`config.mk`:
```
export PLATFORM = sky130hd
export DESIGN_NAME = gsda_vec_cell
export DESIGN_NICKNAME = d
export VERILOG_FILES = /design/src/sv/gsda_pkg.sv /design/src/sv/gsda_vec_cell.sv
export SDC_FILE = /design/constraint.sdc
export NUM_CORES = 1
export LEC_CHECK = 0
export ABC_AREA = 1
export BUFFER_PORTS_ARGS = -buffer_cell sky130_fd_sc_hd__buf_2
export CORE_MARGIN = 2
export CORE_UTILIZATION = 30
export DETAILED_ROUTE_END_ITERATION = 10
export RECOVER_POWER = 50
export SLEW_MARGIN = 5
export SYNTH_ARGS = -nofsm -noshare
export SYNTH_HDL_FRONTEND = slang
export SYNTH_SLANG_ARGS = --single-unit
```
`constraint.sdc`:
```
create_clock -name clock -period 13.7 [get_ports clock]
set_clock_uncertainty 0.1 [all_clocks]
set_input_delay 4.11 -clock clock [delete_from_list [all_inputs] [get_ports clock]]
set_output_delay 4.11 -clock clock [all_outputs]
set_load 0.02 [all_outputs]
```
`src/sv/gsda_pkg.sv`:
```
package gsda_pkg;

   // Pipeline depth default and the atan table length that caps it.
   localparam int CORDIC_STAGES_DEFAULT = 16;
   localparam int ATAN_TABLE_LEN        = 32;

   // Fixed-point constants (Q16).
   localparam int FPS_TO_KT_Q16 = 38829;
   localparam int GAIN_INV_Q16  = 39797;

   // Datapath widths.
   localparam int ROT_W  = 34;   // rotation x / y
   localparam int ROT_ZW = 34;   // rotation angle accumulator
   localparam int KT_W   = 17;   // body velocity in 1/16 kt
   localparam int UV_W   = ROT_W - 16;  // ground velocity before saturation
   localparam int VEC_W  = 37;   // vectoring x / y
   localparam int VEC_ZW = 34;   // vectoring angle accumulator
   localparam int MAG_W  = 18;   // magnitude before saturation

   typedef struct packed {
      logic [15:0]        heading_angle;
      logic [15:0]        wind_from_angle;
      logic [13:0]        wind_magnitude;
      logic signed [15:0] body_u_velocity;
      logic signed [15:0] body_v_velocity;
   } req_type;

   typedef struct packed {
      logic signed [15:0] drift_u;
      logic signed [15:0] drift_v;
      logic [15:0]        drift_speed;
      logic signed [15:0] drift_angle;
   } rsp_type;

   // Data handed from one rotation cell to the next.
   typedef struct packed {
      logic                     valid;
      logic signed [ROT_W-1:0]  x;
      logic signed [ROT_W-1:0]  y;
      logic signed [ROT_ZW-1:0] z;
      logic signed [KT_W-1:0]   bu_kt;
      logic signed [KT_W-1:0]   bv_kt;
   } rot_type;

   // Data handed from one vectoring cell to the next.
   typedef struct packed {
      logic                     valid;
      logic signed [VEC_W-1:0]  x;
      logic signed [VEC_W-1:0]  y;
      logic signed [VEC_ZW-1:0] z;
      logic signed [15:0]       drift_u;
      logic signed [15:0]       drift_v;
      logic                     zero;
   } vec_type;

   // atan(2^-i), 2^32 units per turn, rounded to nearest.
   function automatic logic [31:0] atan_entry(input int idx);
      logic [31:0] val;
      case (idx)
         0:  val = 32'd536870912;
         1:  val = 32'd316933406;
         2:  val = 32'd167458907;
         3:  val = 32'd85004756;
         4:  val = 32'd42667331;
         5:  val = 32'd21354465;
         6:  val = 32'd10679838;
         7:  val = 32'd5340245;
         8:  val = 32'd2670163;
         9:  val = 32'd1335087;
         10: val = 32'd667544;
         11: val = 32'd333772;
         12: val = 32'd166886;
         13: val = 32'd83443;
         14: val = 32'd41722;
         15: val = 32'd20861;
         16: val = 32'd10430;
         17: val = 32'd5215;
         18: val = 32'd2608;
         19: val = 32'd1304;
         20: val = 32'd652;
         21: val = 32'd326;
         22: val = 32'd163;
         23: val = 32'd81;
         24: val = 32'd41;
         25: val = 32'd20;
         26: val = 32'd10;
         27: val = 32'd5;
         28: val = 32'd3;
         29: val = 32'd1;
         30: val = 32'd1;
         default: val = 32'd0;
      endcase
      return val;
   endfunction

endpackage

```
`src/sv/gsda_vec_cell.sv`:
```
// One vectoring-mode CORDIC step: drives y toward zero, sums angle in z.
module gsda_vec_cell #(
   parameter int STAGE = 0
) (
   input  logic              clock,
   input  logic              reset,
   input  logic              advance,
   input  gsda_pkg::vec_type up_data,
   output gsda_pkg::vec_type down_data
);

   localparam logic signed [gsda_pkg::VEC_ZW-1:0] ATAN_STEP =
      gsda_pkg::VEC_ZW'(gsda_pkg::atan_entry(STAGE));

   gsda_pkg::vec_type cell_ff;
   gsda_pkg::vec_type cell_in;

   logic signed [gsda_pkg::VEC_W-1:0] x_shift;
   logic signed [gsda_pkg::VEC_W-1:0] y_shift;
   logic                              y_positive;

   assign x_shift    = $signed(up_data.x) >>> STAGE;
   assign y_shift    = $signed(up_data.y) >>> STAGE;
   assign y_positive = !up_data.y[gsda_pkg::VEC_W-1] && (up_data.y != '0);

   always_comb begin
      cell_in = up_data;
      if (y_positive) begin
         cell_in.x = up_data.x + y_shift;
         cell_in.y = up_data.y - x_shift;
         cell_in.z = up_data.z + ATAN_STEP;
      end else begin
         cell_in.x = up_data.x - y_shift;
         cell_in.y = up_data.y + x_shift;
         cell_in.z = up_data.z - ATAN_STEP;
      end
   end

   always_ff @(posedge clock) begin
      if (reset) begin
         cell_ff.valid <= 1'b0;
      end else if (advance) begin
         cell_ff <= cell_in;
      end
   end

   assign down_data = cell_ff;

endmodule

```
==> metrics.cfg <==
[critical_path]
crit_path_end_kind=register
required_ps=13770
slowest_stage=buf_4
reg2reg_depth=2
r2r_setup_slack_ps=13040
path_cells=buf_2, inv_1, nand4_1, nor3_1, nand4_1, nor2_1, nor2_4, buf_4, inv_2, buf_4, ha_1, a21oi_1, o21ai_0, xnor2_1, xor2_1
worst-endpoint-arrival_ps=7530
reg2reg_from=down_data[141]
crit_type=input pin to register
r2r_end=down_data[141]
cp-start-kind=input pin
cp_max_fo=60
critical_path.max_stage_delay_ps=590

[die]
initial_core_util_pct=30.27
die_area_mm2=0.04379
core-area_mm2=0.04176
ios=287
floorplan.die.height_um=209.3
num_rows=75
die_w_um=209.3

[power]
clkPwrFrac_pct=31.8
power.leakage_nw=7.141
switching_power_mw=0.6044
ir_drop_v=0.00008573
p_int_mw=0.9526
pwr-share-comb_pct=33.5
pwr-share-seq_pct=34.7
p_per_area_mw_per_mm2=104.3
switching_share_pct=38.82

[sta]
finalMaxSlewViolations=21
worst_slew_pin_slew_ps=1524
period_share_pct=54.43
maxSlewHeadroom_pct=-1.998
hold_violations=0
max_freq_ghz=0.1341
finalSetupTns_ps=0
setup_viol=0
rsz0062_at_grt=false
period_needed_ps=7458

[yosys]
synth_edf_count=140
avgSynthCellArea_um2=7.148
synth_warnings=0
ys_seq_area_share_pct=33.42
ys_ff_latch=141
async_flop_share_pct=0
syn-cell-area_mm2=0.01264
yosys_most_used_dff=edfxtp_1
netlist_instances=1768
synth.net_count=2028
ys_types=41

[global_routing]
grt_max_degree=75
grt.total_usage_pct=22.93
antenna_found_initial=2
grt_pass1_wl_mm=74.46
overflow=0
grt_pass1_vias=12290

[cells_and_area]
final_common_cell=nand2_1
final-instance-count-excl-fill=2584
nFillCells=4563
layout-drive-gt1-share_pct=12.43
final_cell_mix=nand2_1 (522), inv_1 (254), buf_2 (155)
largest_reg_flops=141
fin_nets=2291
final_util_pct=35.74
syn_to_final_growth_pct=18.10

[clocking]
clk-insertion-delay-late_ps=430
tritoncts=yes
cts-resized-gates=0
cts.sink_count=141
clk_pin_slew_worst_paths_ps=70
cts_hold_buf=0
cts_setup_buffers=0
cts_root_buffer=clkbuf_16
clockBufferDepth=2
h-tree-depth=4
numCtsBuffers=17

[placed_design]
io_buffers=286
dp.cells=2551
gp_congestion=0.9354
place_hpwl_mm=43.26

[run_status]
violations=capacitance limit, slew limit
outcome=finished, violations left

[worst_hold_path]
whs_endpoint=down_data[141]
hold_depth=2
min_path_type=register to register
hold_start=down_data[141]

[drt]
wl_per_cell_um=19.76
vias_per_cell=4.920
firstDrtPassIters=5
vias=12710
drt.antenna.violating_nets=0
dr.first_iter.drc_count=1055
drc_errors=0
finalWirelength_mm=51.05

[flow_run]
drv_cap=1

==> through the flow <==
stage          setup WS (ps)  total power [mW]  hold WS [ps]  area, um^2
3_5_place_dp            5757             1.074         363.4       14480
3_3_place_gp            5792             1.070         352.8       14480
4_1_cts                 6230             1.576         373.4       15090
6_report                6242             1.557         370.6       14930
5_1_grt                 6119             1.639         408.9       14920
2_1_floorplan           2918            0.8869         429.5       12640
==> Yosys cell counts (5+ instances only) <==
| library cell | count | share of area [%] |
|---|---|---|
| nand2_1 | 522 | 16 |
| inv_1 | 254 | 7.5 |
| nand3_1 | 144 | 5.7 |
| edfxtp_1 | 140 | 33 |
| nor2_1 | 139 | 4.1 |
| a21oi_1 | 126 | 5.0 |
| ha_1 | 111 | 11 |
| o21ai_0 | 86 | 3.4 |
| xor2_1 | 43 | 3.0 |
| buf_4 | 25 | 1.5 |
| o21bai_1 | 21 | 1.2 |
| nor2_2 | 17 | 0.84 |
| nor3_1 | 17 | 0.67 |
| buf_2 | 14 | 0.55 |
| inv_2 | 13 | 0.39 |
| a21o_1 | 9 | 0.53 |
| nand2_2 | 9 | 0.45 |
| nand4_1 | 9 | 0.45 |
| nand3_2 | 8 | 0.63 |
| o21a_1 | 6 | 0.36 |
| o21ai_1 | 6 | 0.24 |
| nor4_1 | 5 | 0.25 |
| xnor2_1 | 5 | 0.35 |
==> worst max-delay path: cells and delay by family <==
kind	cells	cell delay [ps]
XOR/XNOR	2	300
AND/OR/NAND/NOR	5	1030
adder cells (fa/ha/maj)	1	410
buffers and inverters	5	1360
AO/OA/AOI/OAI	2	270
==> power groups by stage <==
stage,combinational (mW),sequential (mW),clock [mW]
after global routing,0.574,0.544,0.521
after CTS,0.526,0.540,0.510
after global placement,0.520,0.550,0
after detailed placement,0.524,0.550,0
final,0.522,0.540,0.495
after floorplan,0.292,0.595,0
==> logic make-up (layout without fill, tap and decap cells) <==
logic type,count (synthesis),in the layout,synth area share [%]
buffers and inverters,315,591,10.47
adders and majority gates,115,115,11.62
DFF,141,141,33.42
xor gates and xnor gates,49,49,3.455
AOI/OAI and AO/OA,268,268,11.63
and+or+nand+nor,880,880,29.39
other,0,1,0
==> how the worst max path moves through the flow <==
stage                startpoint  slack [ps]  cells past startpoint       endpoint
global placement    up_data[80]        5790                     15  down_data[66]
detailed placement  up_data[80]        5760                     15  down_data[66]
floorplan               advance        2920                      2   down_data[0]
finish              up_data[80]        6240                     15  down_data[66]
global route        up_data[80]        6120                     15  down_data[66]
CTS                 up_data[71]        6230                     15  down_data[66]
==> routing by layer <==
layer,global-route usage (%),share of wire [%],vias to the layer above
met5,0,0.041,-
met4,6.773,2.3,4
met3,3.591,6.8,56
met2,36.09,43,468
met1,32.42,48,5963
li1,-,-,6222
==> layout make-up <==
class	instances	area (um^2)	share of cell area, %
multi-input combinational	1312	7096	47.54
sequential	141	4224	28.30
timing repair buffer	291	1305	8.743
inverter	268	1006	6.740
tap	539	674.4	4.518
clock buffer	17	425.4	2.850
clock inverter	15	192.7	1.291
antenna	1	2.502	0.01677
Note: power is estimated with default switching activity, not from simulation.
