===== config.mk =====
export PLATFORM = sky130hd
export DESIGN_NAME = gsda_rot_cell
export DESIGN_NICKNAME = d
export VERILOG_FILES = /design/src/sv/gsda_pkg.sv /design/src/sv/gsda_rot_cell.sv
export SDC_FILE = /design/constraint.sdc
export NUM_CORES = 1
export LEC_CHECK = 0
export BUFFER_PORTS_ARGS = -buffer_cell sky130_fd_sc_hd__buf_2
export CAP_MARGIN = 20
export CORE_MARGIN = 1
export CORE_UTILIZATION = 46
export CTS_CLUSTER_SIZE = 10
export DETAILED_ROUTE_END_ITERATION = 8
export PLACE_DENSITY_LB_ADDON = 0.3
export SETUP_SLACK_MARGIN = 0.4
export SYNTH_ARGS = -nofsm -noshare
export SYNTH_HDL_FRONTEND = slang
export SYNTH_SLANG_ARGS = --single-unit

===== constraint.sdc =====
create_clock -name clock -period 9.6 [get_ports clock]
set_input_delay 0.48 -clock clock [delete_from_list [all_inputs] [get_ports clock]]
set_output_delay 0.48 -clock clock [all_outputs]
set_load 0.03 [all_outputs]

===== src/sv/gsda_pkg.sv =====
package gsda_pkg;

   // Pipeline depth default and the atan table length that caps it.
   localparam int CORDIC_STAGES_DEFAULT = 16;
   localparam int ATAN_TABLE_LEN        = 32;

   // Fixed-point constants (Q16).
   localparam int FPS_TO_KT_Q16 = 38829;
   localparam int GAIN_INV_Q16  = 39797;

   // Datapath widths.
   localparam int ROT_W  = 34;   // rotation x / y
   localparam int ROT_ZW = 34;   // rotation angle accumulator
   localparam int KT_W   = 17;   // body velocity in 1/16 kt
   localparam int UV_W   = ROT_W - 16;  // ground velocity before saturation
   localparam int VEC_W  = 37;   // vectoring x / y
   localparam int VEC_ZW = 34;   // vectoring angle accumulator
   localparam int MAG_W  = 18;   // magnitude before saturation

   typedef struct packed {
      logic [15:0]        heading_angle;
      logic [15:0]        wind_from_angle;
      logic [13:0]        wind_magnitude;
      logic signed [15:0] body_u_velocity;
      logic signed [15:0] body_v_velocity;
   } req_type;

   typedef struct packed {
      logic signed [15:0] drift_u;
      logic signed [15:0] drift_v;
      logic [15:0]        drift_speed;
      logic signed [15:0] drift_angle;
   } rsp_type;

   // Data handed from one rotation cell to the next.
   typedef struct packed {
      logic                     valid;
      logic signed [ROT_W-1:0]  x;
      logic signed [ROT_W-1:0]  y;
      logic signed [ROT_ZW-1:0] z;
      logic signed [KT_W-1:0]   bu_kt;
      logic signed [KT_W-1:0]   bv_kt;
   } rot_type;

   // Data handed from one vectoring cell to the next.
   typedef struct packed {
      logic                     valid;
      logic signed [VEC_W-1:0]  x;
      logic signed [VEC_W-1:0]  y;
      logic signed [VEC_ZW-1:0] z;
      logic signed [15:0]       drift_u;
      logic signed [15:0]       drift_v;
      logic                     zero;
   } vec_type;

   // atan(2^-i), 2^32 units per turn, rounded to nearest.
   function automatic logic [31:0] atan_entry(input int idx);
      logic [31:0] val;
      case (idx)
         0:  val = 32'd536870912;
         1:  val = 32'd316933406;
         2:  val = 32'd167458907;
         3:  val = 32'd85004756;
         4:  val = 32'd42667331;
         5:  val = 32'd21354465;
         6:  val = 32'd10679838;
         7:  val = 32'd5340245;
         8:  val = 32'd2670163;
         9:  val = 32'd1335087;
         10: val = 32'd667544;
         11: val = 32'd333772;
         12: val = 32'd166886;
         13: val = 32'd83443;
         14: val = 32'd41722;
         15: val = 32'd20861;
         16: val = 32'd10430;
         17: val = 32'd5215;
         18: val = 32'd2608;
         19: val = 32'd1304;
         20: val = 32'd652;
         21: val = 32'd326;
         22: val = 32'd163;
         23: val = 32'd81;
         24: val = 32'd41;
         25: val = 32'd20;
         26: val = 32'd10;
         27: val = 32'd5;
         28: val = 32'd3;
         29: val = 32'd1;
         30: val = 32'd1;
         default: val = 32'd0;
      endcase
      return val;
   endfunction

endpackage


===== src/sv/gsda_rot_cell.sv =====
// One rotation-mode CORDIC step: drives z toward zero.
module gsda_rot_cell #(
   parameter int STAGE = 0
) (
   input  logic              clock,
   input  logic              reset,
   input  logic              advance,
   input  gsda_pkg::rot_type up_data,
   output gsda_pkg::rot_type down_data
);

   localparam logic signed [gsda_pkg::ROT_ZW-1:0] ATAN_STEP =
      gsda_pkg::ROT_ZW'(gsda_pkg::atan_entry(STAGE));

   gsda_pkg::rot_type cell_ff;
   gsda_pkg::rot_type cell_in;

   logic signed [gsda_pkg::ROT_W-1:0] x_shift;
   logic signed [gsda_pkg::ROT_W-1:0] y_shift;

   assign x_shift = $signed(up_data.x) >>> STAGE;
   assign y_shift = $signed(up_data.y) >>> STAGE;

   always_comb begin
      cell_in = up_data;
      if (!up_data.z[gsda_pkg::ROT_ZW-1]) begin
         cell_in.x = up_data.x - y_shift;
         cell_in.y = up_data.y + x_shift;
         cell_in.z = up_data.z - ATAN_STEP;
      end else begin
         cell_in.x = up_data.x + y_shift;
         cell_in.y = up_data.y - x_shift;
         cell_in.z = up_data.z + ATAN_STEP;
      end
   end

   always_ff @(posedge clock) begin
      if (reset) begin
         cell_ff.valid <= 1'b0;
      end else if (advance) begin
         cell_ff <= cell_in;
      end
   end

   assign down_data = cell_ff;

endmodule


==> results.txt, run 1 <==
run status = finished clean
setup TNS = 0 ns
Synth top area share = 41.0%
synth cell count leaders = edfxtp_1 (135), a21oi_1 (127), inv_1 (103)
first-pass GRT wire length = 46300 microns
asr flop ratio synth = 0%
Hold-fix buffers, CTS = 0
most common cell in the synthesized netlist = edfxtp_1
LEAKAGE = 5.35 nW
H-tree depth = 4
GP Congestion = 0.957
share of post-route cells with drive strength above 1 = 25.3%
starting density of the core = 47.1%
drt total wl = 30800 microns
final setup skew = 0 ns
multiplexer share of the synthesized area = 1.92%
drt drc = 0
Critical Path RT = 9.78 ns
Largest register FFs = 136
remaining antenna violation count after routing = 0
drt wl/cell = 19.6 microns
Synth area leaders = edfxtp_1 (41%), ha_1 (13%), a21oi_1 (6.4%)
Worst VDD drop = 0.000105 V
Final HPWL DP = 24200 microns
Worst setup EP type = flop
GRT overflow = 0
starting DRC count in detailed routing = 618
Hold Violations, Final = 0
switching power = 0.732 mW
Avg Synthesized Cell Area = 9.66 sq um
Top delay family on crit path = compound AO/OA/AOI/OAI gates
final core utilization = 57.5%
Ys Warns = 0
hold crit path type = input pin to flop
Worst-path clk slew = 0.07 ns
Net Count, Synth = 1270
# port buffers = 276
Worst-Margin Slew = 1.04 ns
Register Area = 4070 sq um
pin count of the biggest net entering global routing = 88
detailed route wirelength on metal2 = 14800 microns
wire length on met3 = 2310 microns
crit path max fanout = 11
Core Area = 21000 sq um
vias in the first global route = 8362
area of the multi-input gates = 5220 sq um
initial antenna violation count = 0
CTS root buffer = clkbuf_16
CTS tree = built
max cap viols = 0
xor and xnor area share after synthesis = 5.93%
area grow syn2layout = 22.2%
post-synthesis compound-gate area fraction = 20.7%
DIE AREA = 22100 sq um
Gate power share = 29.7%
Crit Path Category = input pin to flop
Critical Path Source Type = input pin
All-Layer GR Usage = 27.6%
clock latency on the worst-skew pair = 0.42 ns
largest family of logic cells by synthesized area = compound AO/OA/AOI/OAI gates
die span in x = 149 microns
Worst Slack Setup Final = 6.39 ns
RSZ-0062 raised after global routing = false
Post-Syn Area = 9890 sq um
CTS Sinks = 136
Post-synth EDFFs = 135
pwr dens = 171 nW/um^2
Post-Synthesis Cells = 1024
Worst Path Arrival = 3.40 ns
crit-path cells = buf_2, inv_1, ha_1, a21o_1, a21oi_1, nand2_1, o22a_1, a21boi_0, o21ai_0, a211oi_1, a31oi_1, xnor2_1
Clk network pwr share = 34.1%
simple-gate share of the synthesized area = 10.4%
sw frac = 35.5%
adder-cell share of the synthesized area = 13.7%
Slew HR = 30.8%
area leader, netlist = edfxtp_1
minimum clock period = 3.21 ns
Seq/Total Area, Yosys = 41.2%
Max Slew Vio Count = 0
Layout fillers = 1915
Chip Height = 149 microns
internal cell power = 1.33 mW
num rows = 53
M1 wire length = 12900 microns
Top Metal Used = met4
final setup violating endpoints = 0
slowest stage delay, CP = 0.54 ns
total number of vias = 8846
Final Net Count = 1524
CTS max path bufs = 2
Seq pwr share = 36.2%
PostCTS Resize Cnt = 0
f_max = 311 MHz
Synth Flop Type = edfxtp_1
Post-CTS Setup Inserts = 0
Yosys cell types = 70
CTS Buf Count = 17
WP buf/inv = 2
Place WS = 6.06 ns
Vias per Instance = 5.65
IO Pins = 277
critical path's slowest cell = a21boi_0
period utilization = 33.5%
drt pass-1 iters = 6
synthesis-stage register bit count = 136
## power groups by stage
stage	logic (mW)	registers, mW	clock network, mW
after floorplan	0.305	0.871	0
after global placement	0.603	0.758	0
after detailed placement	0.605	0.760	0
after CTS	0.608	0.748	0.711
after global routing	0.661	0.751	0.734
final	0.613	0.746	0.703
## layout make-up
cell class,count,area share [%]
antenna,1,0.0207
clock inverter,15,1.68
inverter,108,3.35
multi-input combinational,735,43.2
clock buffer,17,3.52
sequential,136,33.7
tap,275,2.85
timing repair buffer,280,11.7
## cells by family (layout without fill, tap and decap cells)
kind of cell,count (synthesis),in the layout
AO/OA/AOI/OAI,329,329
multiplexers,19,19
flip-flops,136,136
XOR/XNOR,67,67
adder cells (fa/ha/maj),106,106
AND/OR/NAND/NOR,214,214
other,0,1
buffers and inverters,153,420
## per-layer routing
metal  up-vias  track usage (%)
li1       4201                -
met1      4161             36.2
met2       427             46.8
met3        57             4.02
met4         0             8.71
met5         -                0
## metrics by stage
step	power, mW	hold WS [ns]	area, sq um	cells
floorplan	1.18	0.552	9890	1024
global placement	1.36	0.475	11500	1534
detailed placement	1.36	0.497	11500	1534
CTS	2.07	0.216	12100	1566
global route	2.15	0.215	12100	1566
finish	2.06	0.226	12100	1567
## cells in the final DEF (no fill, tap or decap), types with 4 or more instances in the layout
master,n
buf_2,276
a211oi_1,6
nor2b_1,13
xnor2_1,55
a31oi_1,14
ha_1,102
fa_1,4
a21o_1,13
mux2i_1,19
edfxtp_1,135
a221oi_1,4
a21oi_1,127
and3_1,4
nand3_1,11
o21ai_1,4
and2_1,6
nand3b_1,4
nand4_1,14
a211o_1,4
inv_1,103
nand2_1,52
o21ai_0,68
o21bai_1,26
o21a_1,9
nor4_1,4
nor3_1,18
buf_4,4
inv_6,5
or3_1,4
o211ai_1,8
xor2_1,12
o31ai_1,7
o2111ai_1,4
clkbuf_16,17
nand2b_1,6
clkinv_1,4
nor2_1,67
## final timing paths
check	from	end	slack [ns]	cells after the start
setup / recovery	up_data[72]	down_data[128]	6.39	12
hold / removal	up_data[9]	down_data[9]	0.23	1
setup reg to reg	down_data[136]	down_data[136]	9.02	2
hold reg to reg	down_data[136]	down_data[136]	0.51	2
(Power assumes the default switching activity.)
==> run 2: changes to the inputs <==
--- a/config.mk
+++ b/config.mk
@@ -5,6 +5,7 @@
 export SDC_FILE = /design/constraint.sdc
 export NUM_CORES = 1
 export LEC_CHECK = 0
+export ABC_AREA = 1
 export BUFFER_PORTS_ARGS = -buffer_cell sky130_fd_sc_hd__buf_2
 export CAP_MARGIN = 20
 export CORE_MARGIN = 1
==> constraint.sdc (replaced) <==
create_clock -name clock -period 2.8 [get_ports clock]
set_input_delay 0.14 -clock clock [delete_from_list [all_inputs] [get_ports clock]]
set_output_delay 0.14 -clock clock [all_outputs]
set_load 0.03 [all_outputs]
==> run 2 against run 1 <==
Effect of this change:
- synthesized cell count grew 50%
- routed wire length grew 34%
- die area grew 14%
- register-to-register slack lost 7.3 ns
- worst hold slack lost 0.16 ns
- sequential share of layout area shrank 5.2 points
- count of clock-buffer cells in the layout is the same
- critical path depth shrank 1
- combinational power grew to 4.0 times the previous value
==> results.txt, run 2 <==
Crit Reg-Reg Startpoint = down_data[136]
WP buf/inv = 2
share of post-route cells with drive strength above 1 = 18.5%
pin count of the biggest net entering global routing = 97
Synth top area share = 36.0%
die span in x = 159 microns
Slew HR = 49.8%
R2R depth = 3
Chip Height = 159 microns
slowest stage delay, CP = 0.53 ns
GRT overflow = 0
CTS tree = built
setup TNS = 0 ns
final setup skew = 0 ns
Final Net Count = 2128
final setup violating endpoints = 0
crit path max fanout = 12
Worst Path Arrival = 2.43 ns
clock latency on the worst-skew pair = 0.43 ns
vias in the first global route = 11500
synthesis-stage register bit count = 136
Worst-path clk slew = 0.07 ns
dpl cell area = 13000 sq um
Largest register FFs = 136
hold crit path type = input pin to flop
max cap viols = 0
H-tree depth = 4
GP Congestion = 0.952
# port buffers = 276
initial antenna violation count = 2
drt pass-1 iters = 6
Crit Path Category = input pin to flop
synth cell count leaders = nand2_1 (404), inv_1 (203), nand3_1 (149)
Register Area = 4070 sq um
pwr dens = 515 nW/um^2
CTS max path bufs = 2
Post-Syn Area = 11300 sq um
Critical Path RT = 3.00 ns
Top delay family on crit path = simple AND/OR/NAND/NOR gates
drt wl/cell = 18.6 microns
Net Count, Synth = 1783
asr flop ratio synth = 0%
Vias per Instance = 5.38
most common cell in the synthesized netlist = nand2_1
area leader, netlist = edfxtp_1
hold path depth = 2
Hold Violations, Final = 0
Top Metal Used = met4
critical path's slowest cell = ha_1
IO Pins = 277
area grow syn2layout = 27.0%
Ys Warns = 0
Layout fillers = 2200
f_max = 450 MHz
Worst R2R End = down_data[136]
Worst-Margin Slew = 0.753 ns
period utilization = 79.4%
Hold Path Origin = up_data[64]
Synth Flop Type = edfxtp_1
CTS Sinks = 136
Final HPWL DP = 32600 microns
total number of vias = 11900
Post-CTS Setup Inserts = 0
crit-path most repeated cell = nand2_1
CTS Buf Count = 17
All-Layer GR Usage = 33.0%
RSZ-0062 raised after global routing = false
crit-path cells = buf_2, inv_1, ha_1, nand2_1, nor2_1, nand2_1, o211ai_1, nand2_1, nand2_1, nor2_1, o31ai_1
Synth area leaders = edfxtp_1 (36%), nand2_1 (13%), ha_1 (11%)
worst hold endpoint = down_data[64]
area of the multi-input gates = 6190 sq um
Core Area = 23800 sq um
most common cell after layout, fill and taps aside = nand2_1
Critical Path Source Type = input pin
drt drc = 0
Avg Synthesized Cell Area = 7.33 sq um
remaining antenna violation count after routing = 0
first-pass GRT wire length = 61600 microns
detailed route wirelength on metal2 = 19700 microns
Max Slew Vio Count = 0
M1 wire length = 17000 microns
Post-synth EDFFs = 135
LEAKAGE = 7.02 nW
Yosys cell types = 42
num rows = 56
CTS root buffer = clkbuf_16
Worst setup EP type = flop
Seq/Total Area, Yosys = 36.2%
Final Cell Area = 14300 sq um
minimum clock period = 2.22 ns
run status = finished clean
wire length on met3 = 3240 microns
starting DRC count in detailed routing = 900
Worst VDD drop = 0.000404 V
DIE AREA = 25100 sq um
starting density of the core = 47.4%
drt total wl = 41200 microns
commonest cells after routing, fill and taps aside = nand2_1 (404), buf_2 (276), inv_1 (202), nand3_1 (149), nor2_1 (143)
Post-Synthesis Cells = 1537
worst reg2reg setup slack = 1.70 ns
-- run 2: changes by cell type after synthesis, sizes merged, moves of 13 or more --
cell,previous run,this run
clkbuf,22,9
o21ai,72,98
o21bai,26,9
xor2,12,29
mux2i,19,1
nor2b,14,0
nor2,67,145
inv,104,206
nand2,52,406
xnor2,55,1
nand3,11,150
-- run 2: area by class of cell --
type	instances	share of cell area [%]
clock inverter	14	1.15
timing repair buffer	368	15.7
tap	319	2.79
inverter	208	5.54
multi-input combinational	1151	43.3
sequential	136	28.5
antenna	3	0.0525
clock buffer	17	2.97
-- run 2: what timing repair did --
item	CTS	global route
resized for setup	0	2
hold buffers	66	0
endpoints found under the setup margin	0	5
endpoints found under the hold margin	65	0
-- run 2: cell families after synthesis --
kind of cell    count (synthesis)  share of synthesized area (%)
fa+ha+maj                     106                           12.0
simple gates                  737                           27.0
xor+xnor                       30                           2.33
buf+inv                       250                           8.95
mux                             1                         0.0888
flops                         136                           36.2
compound gates                277                           13.4
-- run 2: worst max path at each step --
stage / from / endpoint / cells past startpoint
finish: up_data[72] / down_data[116] / 11
global route: up_data[72] / down_data[98] / 14
CTS: up_data[102] / down_data[126] / 14
detailed placement: up_data[102] / down_data[126] / 14
global placement: up_data[72] / down_data[124] / 14
floorplan: advance / down_data[0] / 2
-- run 2: metal layers --
| layer | GRT usage [%] | vias to the layer above |
|---|---|---|
| li1 | - | 5782 |
| met1 | 41.2 | 5504 |
| met2 | 56.4 | 549 |
| met3 | 5.74 | 77 |
| met4 | 12.9 | 0 |
| met5 | 0 | - |
-- run 2: per-stage QoR --
| stage | utilization, % | hold slack (ns) | instances | power (mW) | setup WS [ns] |
|---|---|---|---|---|---|
| finish | 60.2 | 0.0685 | 2216 | 7.36 | 0.575 |
| global route | 60.2 | 0.0786 | 2215 | 7.70 | 0.429 |
| CTS | 60.2 | 0.0692 | 2213 | 7.32 | 0.582 |
| detailed placement | 54.9 | 0.318 | 2116 | 4.90 | 0.149 |
| global placement | 54.9 | 0.317 | 2116 | 4.88 | 0.128 |
| floorplan | - | 0.209 | 1537 | 4.11 | 0.233 |
-- run 2: power by group --
group	switching [mW]	internal [mW]
clock	1.04	1.34
sequential	0.0475	2.47
combinational	1.71	0.772
